[src/hdl/udw_pkg.sv]
package udw_pkg;

    // Ring depth must stay a power of two: slot arithmetic wraps by truncation.
    localparam int MAX_SPANS       = 64;
    localparam int TIME_BITS       = 48;
    localparam int SHARE_FRAC_BITS = 8;

    localparam int IDX_W  = $clog2(MAX_SPANS);
    localparam int CNT_W  = $clog2(MAX_SPANS + 1);
    localparam int THR_W  = SHARE_FRAC_BITS + 1;
    localparam int SUM_W  = TIME_BITS + IDX_W;
    localparam int PROD_W = THR_W + SUM_W;

    localparam int CFG_IDX_W  = 2;
    localparam int CFG_DATA_W = TIME_BITS;

    localparam int IN_DATA_W  = 56;
    localparam int IN_USER_W  = 1;
    localparam int OUT_FLD_W  = 5 + CNT_W;
    localparam int OUT_DATA_W = 16;

    localparam logic [CFG_IDX_W-1:0] REG_STALL_LIMIT    = CFG_IDX_W'(0);
    localparam logic [CFG_IDX_W-1:0] REG_WINDOW_LENGTH  = CFG_IDX_W'(1);
    localparam logic [CFG_IDX_W-1:0] REG_DUTY_THRESHOLD = CFG_IDX_W'(2);

    localparam logic [TIME_BITS-1:0] STALL_LIMIT_RST    = TIME_BITS'(180000000);
    localparam logic [TIME_BITS-1:0] WINDOW_LENGTH_RST  = TIME_BITS'(300000000);
    localparam logic [THR_W-1:0]     DUTY_THRESHOLD_RST = THR_W'(192);

    localparam logic [1:0] REPORT_IDLE    = 2'd0;
    localparam logic [1:0] REPORT_WAITING = 2'd1;

    typedef enum logic [2:0] {
        ST_IDLE,
        ST_WALK,
        ST_DRAIN,
        ST_MULT,
        ST_FINISH
    } state_t;

    typedef struct packed {
        logic load;
        logic issue;
        logic mult;
        logic finish;
    } dp_cmd_t;

    typedef struct packed {
        logic changed;
        logic walk_last;
        logic out_free;
    } dp_status_t;

endpackage

[src/hdl/unsettled_duty_watchdog_core.sv]
// Unsettled-duty watchdog core.
// The input stream carries one request per status report or time check. s_tuser holds the
// function bit (0 status report, 1 time check) and s_tdata holds the reported state and the
// timestamp. The result stream returns exactly one request per input request, in order.
// A request that does not change the settled flag goes from acceptance straight to the
// finish state. A request that changes the flag writes a new interval into the 64-entry
// history ring and then walks every held interval through the ring's single read port,
// one entry per cycle, summing durations and finding the eviction point in the same pass.
// A drain state and a multiply state follow the walk, then the finish state, which loads
// the result into the output register once that register is free. One request is
// processed at a time: the next request is accepted only after the previous one finishes.
// The result sits in an output register; the next input request is accepted while that
// result waits, and a stalled receiver only holds the following result back.
// A synchronous active-low reset marks the flag settled, disarms the stall timer, empties
// the ring and loads the default configuration. The configuration port writes one register
// per cycle while cfg_wr_en is high and should only be used while the block is idle.
module unsettled_duty_watchdog_core (
    input  logic                               aclk,
    input  logic                               aresetn,
    input  logic                               cfg_wr_en,
    input  logic [udw_pkg::CFG_IDX_W-1:0]      cfg_index,
    input  logic [udw_pkg::CFG_DATA_W-1:0]     cfg_wdata,
    input  logic                               s_tvalid,
    output logic                               s_tready,
    // s_tdata fields from bit 0 up: report_state[1:0], now_time[49:2], zero padding.
    input  logic [udw_pkg::IN_DATA_W-1:0]      s_tdata,
    // s_tuser fields from bit 0 up: func[0].
    input  logic [udw_pkg::IN_USER_W-1:0]      s_tuser,
    output logic                               m_tvalid,
    input  logic                               m_tready,
    // m_tdata fields from bit 0 up: fatal_stall[0], fatal_duty[1], settled_now[2],
    // flag_changed[3], held_intervals[10:4], ring_overflow[11], zero padding.
    output logic [udw_pkg::OUT_DATA_W-1:0]     m_tdata
);
    import udw_pkg::*;

    dp_cmd_t    cmd;
    dp_status_t status;

    // The controller sequences accept, ring walk, multiply and result load.
    udw_ctrl u_ctrl (
        .aclk     (aclk),
        .aresetn  (aresetn),
        .s_tvalid (s_tvalid),
        .s_tready (s_tready),
        .status   (status),
        .cmd      (cmd)
    );

    // The datapath holds the flag, the timer, the ring and the output register.
    udw_datapath u_datapath (
        .aclk      (aclk),
        .aresetn   (aresetn),
        .cfg_wr_en (cfg_wr_en),
        .cfg_index (cfg_index),
        .cfg_wdata (cfg_wdata),
        .s_tdata   (s_tdata),
        .s_tuser   (s_tuser),
        .cmd       (cmd),
        .status    (status),
        .m_tvalid  (m_tvalid),
        .m_tdata   (m_tdata),
        .m_tready  (m_tready)
    );

endmodule

[src/hdl/udw_ctrl.sv]
module udw_ctrl (
    input  logic                aclk,
    input  logic                aresetn,
    input  logic                s_tvalid,
    output logic                s_tready,
    input  udw_pkg::dp_status_t status,
    output udw_pkg::dp_cmd_t    cmd
);
    import udw_pkg::*;

    state_t state_reg;
    state_t state_next;

    always_ff @(posedge aclk) begin
        if (!aresetn) begin
            state_reg <= ST_IDLE;
        end else begin
            state_reg <= state_next;
        end
    end

    always_comb begin
        state_next = state_reg;
        s_tready   = 1'b0;
        cmd        = '0;
        case (state_reg)
            ST_IDLE: begin
                s_tready = 1'b1;
                if (s_tvalid) begin
                    cmd.load   = 1'b1;
                    state_next = status.changed ? ST_WALK : ST_FINISH;
                end
            end
            ST_WALK: begin
                cmd.issue = 1'b1;
                if (status.walk_last) begin
                    state_next = ST_DRAIN;
                end
            end
            ST_DRAIN: begin
                state_next = ST_MULT;
            end
            ST_MULT: begin
                cmd.mult   = 1'b1;
                state_next = ST_FINISH;
            end
            ST_FINISH: begin
                if (status.out_free) begin
                    cmd.finish = 1'b1;
                    state_next = ST_IDLE;
                end
            end
            default: begin
                state_next = ST_IDLE;
            end
        endcase
    end

endmodule

[src/hdl/udw_datapath.sv]
module udw_datapath (
    input  logic                                 aclk,
    input  logic                                 aresetn,
    input  logic                                 cfg_wr_en,
    input  logic [udw_pkg::CFG_IDX_W-1:0]        cfg_index,
    input  logic [udw_pkg::CFG_DATA_W-1:0]       cfg_wdata,
    input  logic [udw_pkg::IN_DATA_W-1:0]        s_tdata,
    input  logic [udw_pkg::IN_USER_W-1:0]        s_tuser,
    input  udw_pkg::dp_cmd_t                     cmd,
    output udw_pkg::dp_status_t                  status,
    output logic                                 m_tvalid,
    output logic [udw_pkg::OUT_DATA_W-1:0]       m_tdata,
    input  logic                                 m_tready
);
    import udw_pkg::*;

    // Configuration registers.
    logic [TIME_BITS-1:0] stall_limit_reg;
    logic [TIME_BITS-1:0] window_length_reg;
    logic [THR_W-1:0]     duty_threshold_reg;

    // Watchdog state.
    logic                 settled_reg;
    logic                 armed_reg;
    logic [TIME_BITS-1:0] deadline_reg;
    logic [TIME_BITS-1:0] last_change_reg;
    logic [IDX_W-1:0]     newest_reg;
    logic [CNT_W-1:0]     count_reg;

    // Per-item results.
    logic                 fstall_reg;
    logic                 changed_reg;
    logic                 ovf_reg;
    logic                 span_unset_reg;

    // Ring memory: unsettled bit above the duration.
    logic [TIME_BITS:0]   span_mem [MAX_SPANS];
    logic [TIME_BITS:0]   rd_data_reg;
    logic                 rd_vld_reg;
    logic [IDX_W-1:0]     rd_k_reg;
    logic [IDX_W-1:0]     k_reg;
    logic [IDX_W-1:0]     rd_addr;

    // Walk accumulators.
    logic [SUM_W-1:0]     total_reg;
    logic [SUM_W-1:0]     unset_reg;
    logic                 found_reg;
    logic [CNT_W-1:0]     evict_cnt_reg;
    logic [PROD_W-1:0]    prod_reg;
    logic                 ge_reg;

    logic                 out_valid_reg;
    logic [OUT_FLD_W-1:0] out_data_reg;

    logic                 func;
    logic [1:0]           rep;
    logic [TIME_BITS-1:0] now_time;
    logic [TIME_BITS-1:0] dl_diff;
    logic                 fire;
    logic                 armed_mid;
    logic                 to_settled;
    logic                 to_unsettled;
    logic                 changed;
    logic                 ring_full;
    logic [CNT_W-1:0]     count_inc;
    logic [IDX_W-1:0]     slot_new;
    logic [SUM_W-1:0]     prefix;
    logic [PROD_W-1:0]    unset_scaled;
    logic                 fduty;
    logic [CNT_W-1:0]     held_count;

    assign func     = s_tuser[0];
    assign rep      = s_tdata[1:0];
    assign now_time = s_tdata[2 +: TIME_BITS];

    always_comb begin
        // The deadline is reached once the wrapped difference falls in the lower half.
        dl_diff      = now_time - deadline_reg;
        fire         = armed_reg && !dl_diff[TIME_BITS-1];
        armed_mid    = armed_reg && !fire;
        to_settled   = !func && (rep == REPORT_IDLE) && !settled_reg;
        to_unsettled = !func && (rep == REPORT_WAITING) && settled_reg;
        changed      = to_settled || to_unsettled;
        ring_full    = (count_reg == CNT_W'(MAX_SPANS));
        count_inc    = ring_full ? count_reg : count_reg + CNT_W'(1);
        slot_new     = newest_reg + IDX_W'(1);
        rd_addr      = newest_reg - k_reg;
        prefix       = total_reg + SUM_W'(rd_data_reg[TIME_BITS-1:0]);
        unset_scaled = PROD_W'(unset_reg) << SHARE_FRAC_BITS;
        fduty        = changed_reg && span_unset_reg && ge_reg && (unset_scaled > prod_reg);
        held_count   = changed_reg ? evict_cnt_reg : count_reg;
    end

    assign status.changed   = changed;
    assign status.walk_last = ({1'b0, k_reg} == count_reg - CNT_W'(1));
    assign status.out_free  = !out_valid_reg || m_tready;

    always_ff @(posedge aclk) begin
        if (!aresetn) begin
            stall_limit_reg    <= STALL_LIMIT_RST;
            window_length_reg  <= WINDOW_LENGTH_RST;
            duty_threshold_reg <= DUTY_THRESHOLD_RST;
            settled_reg        <= 1'b1;
            armed_reg          <= 1'b0;
            deadline_reg       <= '0;
            last_change_reg    <= '0;
            newest_reg         <= '0;
            count_reg          <= '0;
            rd_vld_reg         <= 1'b0;
            out_valid_reg      <= 1'b0;
        end else begin
            if (cfg_wr_en) begin
                case (cfg_index)
                    REG_STALL_LIMIT:    stall_limit_reg    <= cfg_wdata;
                    REG_WINDOW_LENGTH:  window_length_reg  <= cfg_wdata;
                    REG_DUTY_THRESHOLD: duty_threshold_reg <= cfg_wdata[THR_W-1:0];
                    default: begin
                    end
                endcase
            end
            if (cmd.load) begin
                if (to_settled) begin
                    settled_reg <= 1'b1;
                    armed_reg   <= 1'b0;
                end else if (to_unsettled) begin
                    settled_reg <= 1'b0;
                    armed_reg   <= 1'b1;
                    if (!armed_mid) begin
                        deadline_reg <= now_time + stall_limit_reg;
                    end
                end else begin
                    armed_reg <= armed_mid;
                end
                if (changed) begin
                    newest_reg      <= slot_new;
                    last_change_reg <= now_time;
                    count_reg       <= count_inc;
                end
            end
            if (cmd.finish && changed_reg) begin
                count_reg <= evict_cnt_reg;
            end
            rd_vld_reg <= cmd.issue;
            if (cmd.finish) begin
                out_valid_reg <= 1'b1;
            end else if (m_tready) begin
                out_valid_reg <= 1'b0;
            end
        end
    end

    always_ff @(posedge aclk) begin
        if (cmd.load && changed) begin
            span_mem[slot_new] <= {to_settled, now_time - last_change_reg};
        end
        rd_data_reg <= span_mem[rd_addr];
    end

    always_ff @(posedge aclk) begin
        rd_k_reg <= k_reg;
        if (cmd.load) begin
            fstall_reg     <= fire;
            changed_reg    <= changed;
            ovf_reg        <= changed && ring_full;
            span_unset_reg <= to_settled;
            k_reg          <= '0;
            total_reg      <= '0;
            unset_reg      <= '0;
            found_reg      <= 1'b0;
            evict_cnt_reg  <= count_inc;
        end else begin
            if (cmd.issue) begin
                k_reg <= k_reg + IDX_W'(1);
            end
            if (rd_vld_reg) begin
                total_reg <= prefix;
                if (rd_data_reg[TIME_BITS]) begin
                    unset_reg <= unset_reg + SUM_W'(rd_data_reg[TIME_BITS-1:0]);
                end
                if (!found_reg && (prefix > SUM_W'(window_length_reg))) begin
                    found_reg     <= 1'b1;
                    evict_cnt_reg <= CNT_W'(rd_k_reg);
                end
            end
        end
        if (cmd.mult) begin
            prod_reg <= PROD_W'(duty_threshold_reg) * PROD_W'(total_reg);
            ge_reg   <= (total_reg >= SUM_W'(window_length_reg));
        end
        if (cmd.finish) begin
            out_data_reg <= {ovf_reg, held_count, changed_reg, settled_reg, fduty, fstall_reg};
        end
    end

    assign m_tvalid = out_valid_reg;
    assign m_tdata  = OUT_DATA_W'(out_data_reg);

endmodule
[config.mk]
export PLATFORM = sky130hd
export DESIGN_NAME = unsettled_duty_watchdog_core
export DESIGN_NICKNAME = d
export VERILOG_FILES = /design/src/hdl/udw_pkg.sv /design/src/hdl/unsettled_duty_watchdog_core.sv /design/src/hdl/udw_ctrl.sv /design/src/hdl/udw_datapath.sv
export SDC_FILE = /design/constraint.sdc
export NUM_CORES = 2
export LEC_CHECK = 0
export ABC_CLOCK_PERIOD_IN_PS = 9000
export BUFFER_PORTS_ARGS = -buffer_cell sky130_fd_sc_hd__clkbuf_2
export CORE_UTILIZATION = 50
export CTS_CLUSTER_DIAMETER = 200
export DETAILED_ROUTE_END_ITERATION = 8
export HOLD_SLACK_MARGIN = 0.08
export PLACE_DENSITY = 0.72
export SYNTH_ARGS = -nofsm -noshare
export SYNTH_HDL_FRONTEND = slang
export SYNTH_SLANG_ARGS = --single-unit
[constraint.sdc]
create_clock -name aclk -period 9 [get_ports aclk]
set_input_delay 0.9 -clock aclk [delete_from_list [all_inputs] [get_ports aclk]]
set_output_delay 0.9 -clock aclk [all_outputs]
set_load 0.02 [all_outputs]
==> out/qor.csv <==
metric,value,unit
synthFlopType,edfxtp_1,
synth_top_family_by_area,multiplexers,
fin_crit,7510,ps
switching_share,32.1,%
clockBufferDepth,4,
grt_usage,25.9,%
layout_setup_ws,1490,ps
cts_tree,done,
synth-adder-area-share,8.09,%
fin_crit_sh,83.5,%
synth_compound_area_share,4.99,%
postCtsHoldBufs,0,
synth_top_area_share,58.4,%
post_cts_buffers,0,
initial_core_util,50.4,%
synth_area,0.166,mm²
synthSimpleGateAreaFrac,5.45,%
final_nets,11300,
drtPass1Iterations,8,
cp_data_arrival_time,8100,ps
power.share.sequential,38.6,%
hold_path_class,in -> reg,
rr_endpoint,u_datapath.evict_cnt_reg[3]$_DFFE_PP_,
finClkSkew,91.4,ps
grt_max_degree,134,
critical-path-top-delay-family,compound AO/OA/AOI/OAI gates,
wire_per_inst,28.8,µm
yosys-top-cells-area,"edfxtp_1, mux4_2, dfxtp_1",
drt_iter0_markers,10800,
clk_latency,940,ps
max-cap-violations,0,
viasPerCell,6.22,
cts.clk_slew.worst_paths,60,ps
yosysTopAreaCell,edfxtp_1,
hold_violations,0,
multi_input_area,0.0575,mm²
ios,130,
overflow,0,
synthArstFlopShare,0,%
fillerInstances,24400,
synth_seq_cells,3614,
status,"finished, final reports clean",
cts-resized-gates,0,
worstMarginPinSlew,1340,ps
finalMaxSlewViolations,0,
grt_setup_unrepaired,false,
power.share.clock,29.4,%
yosys-mux-area-fraction,14.2,%
vias,93400,
peakVddDrop,0.319,mV
synth.avg_cell_area,16.3,µm²
core,0.328,mm²
path_depth,25,
routed_wl,433000,µm
grt_pass1_wl,633000,µm
tns,0,ps
drive_above_1_share,18.8,%
postSynthCellCount,10200,
critPathKind,reg -> reg,
root_buffer,clkbuf_16,
crit_required,9580,ps
antenna_left,0,
slowest_delay,710,ps
p_switching,0.0164,W
cp-start-kind,flop,
reg2regPathDepth,25,
clock_sinks,3614,
hpwl,261000,µm
pwr-share-comb,32.0,%
antenna_found_initial,30,
synth_edf_count,3223,
yosysMostFrequentCell,edfxtp_1,
cp_num_buf_inv,1,
cp_max_fo,12,
preCtsSetupSlack,1460,ps
seq_area_frac_synth,63.2,%
p_int,0.0346,W
yosysUniqueCellTypes,89,
fmax,133,MHz
cp-endpoint,u_datapath.evict_cnt_reg[3]$_DFFE_PP_,
die_x,577,µm
yosys_warnings,0,
drc_errors,0,
cts_inserted_buffers,365,
largest_reg_flops,3136,
port_buffers,119,
finalSetupViolCount,0,
power_leakage,63.9,nW
rows,210,
cp-end-kind,flop,
startpoint,u_datapath.total_reg[2]$_SDFFE_PP0P_,
synth_xor_xnor_area_share,1.39,%
htree_levels,5,
synthTopCellsByCount,"edfxtp_1, mux4_2, nand2_1",
rrSetupSlack,1490,ps
power_density,277,mW/mm²
cp_slowest_cell,or4b_2,
gp_congestion,0.925,
area_delta_synth_final,11.2,%
fp.dieH,577,µm
slew_headroom,10.2,%
die_area,0.333,mm²
timing.rr.start,u_datapath.total_reg[2]$_SDFFE_PP0P_,
grt_pass1_vias,95300,
regArea,0.105,mm²
worst min-delay path, cell delays in order:
cell and delay [ps]:
clkbuf_2 90, nand2_1 50, a21boi_0 60
placed cells by master, fill, tap and decap left out, types with 28 or more instances in the layout:
cell type / count
a21oi_1: 383
edfxtp_1: 3223
a31oi_1: 31
o21ai_0: 187
xnor2_1: 139
nor2_1: 224
dfxtp_1: 387
o21a_1: 44
xor2_1: 74
a21boi_0: 133
nor2b_1: 150
mux4_2: 980
nand2_1: 732
a211oi_1: 72
nand2b_1: 57
mux2i_1: 137
a21o_1: 196
nand4_1: 81
clkbuf_16: 374
and3_1: 34
clkbuf_1: 97
ha_1: 478
fa_1: 369
nor3_1: 47
o211ai_1: 31
xnor2_2: 41
inv_1: 669
clkinv_1: 60
clkinv_2: 63
nor2_4: 67
o21bai_1: 28
nand3_1: 93
buf_4: 191
and2_1: 309
clkbuf_2: 118
cell families after synthesis:
family	count (synthesis)
simple gates	1870
compound gates	1264
other cells	1
fa+ha+maj	849
mux	1122
xor+xnor	262
flops	3614
buf+inv	1189
how the worst min path moves through the flow:
stage                                      from                                       endpoint  slack (ps)  cells past startpoint
2_1_floorplan  u_datapath.k_reg[4]$_SDFFE_PP0P_                 u_datapath.rd_k_reg[4]$_DFF_P_         370                      0
3_3_place_gp       u_datapath.ovf_reg$_DFFE_PP_          u_datapath.out_data_reg[11]$_DFFE_PP_         410                      0
3_5_place_dp    u_datapath.fstall_reg$_DFFE_PP_           u_datapath.out_data_reg[0]$_DFFE_PP_         420                      0
4_1_cts                           cfg_wdata[31]  u_datapath.window_length_reg[31]$_SDFFE_PN0P_         260                      3
5_1_grt                           cfg_wdata[13]    u_datapath.stall_limit_reg[13]$_SDFFE_PN0P_         310                      3
6_report                          cfg_wdata[31]  u_datapath.window_length_reg[31]$_SDFFE_PN0P_         300                      3
power groups by stage:
stage               clock network, W  logic (W)  registers [W]
global placement                   0     0.0157         0.0200
global route                  0.0157     0.0174         0.0197
detailed placement                 0     0.0160         0.0200
floorplan                          0     0.0112         0.0196
finish                        0.0150     0.0163         0.0196
CTS                           0.0151     0.0162         0.0196
through the flow:
step | util [%] | instances | instance area, µm² | power (W) | hold WS [ps]
2_1_floorplan | - | 10200 | 166000 | 0.0309 | 375
3_3_place_gp | 52.5 | 14300 | 172000 | 0.0357 | 407
3_5_place_dp | 52.5 | 14300 | 172000 | 0.0360 | 417
4_1_cts | 56.0 | 15000 | 184000 | 0.0510 | 261
5_1_grt | 56.0 | 15000 | 184000 | 0.0528 | 310
6_report | 56.1 | 15000 | 184000 | 0.0509 | 299
per-layer routing:
| metal | global-route usage [%] | part of all wire, % | vias up |
|---|---|---|---|
| li1 | - | - | 39100 |
| met1 | 34.8 | 38 | 48500 |
| met2 | 42.9 | 49 | 4944 |
| met3 | 4.44 | 9.2 | 828 |
| met4 | 9.22 | 3.7 | 8 |
| met5 | 0 | 0.012 | - |
final cells by class:
class	instances	share of cell area (%)
sequential	3614	56.8
inverter	673	1.37
tap	4346	2.95
clock inverter	176	0.935
timing repair buffer	325	1.27
clock buffer	486	5.39
multi-input combinational	5371	31.2
antenna	10	0.0136
No activity file was read; power rests on OpenSTA's default activity.
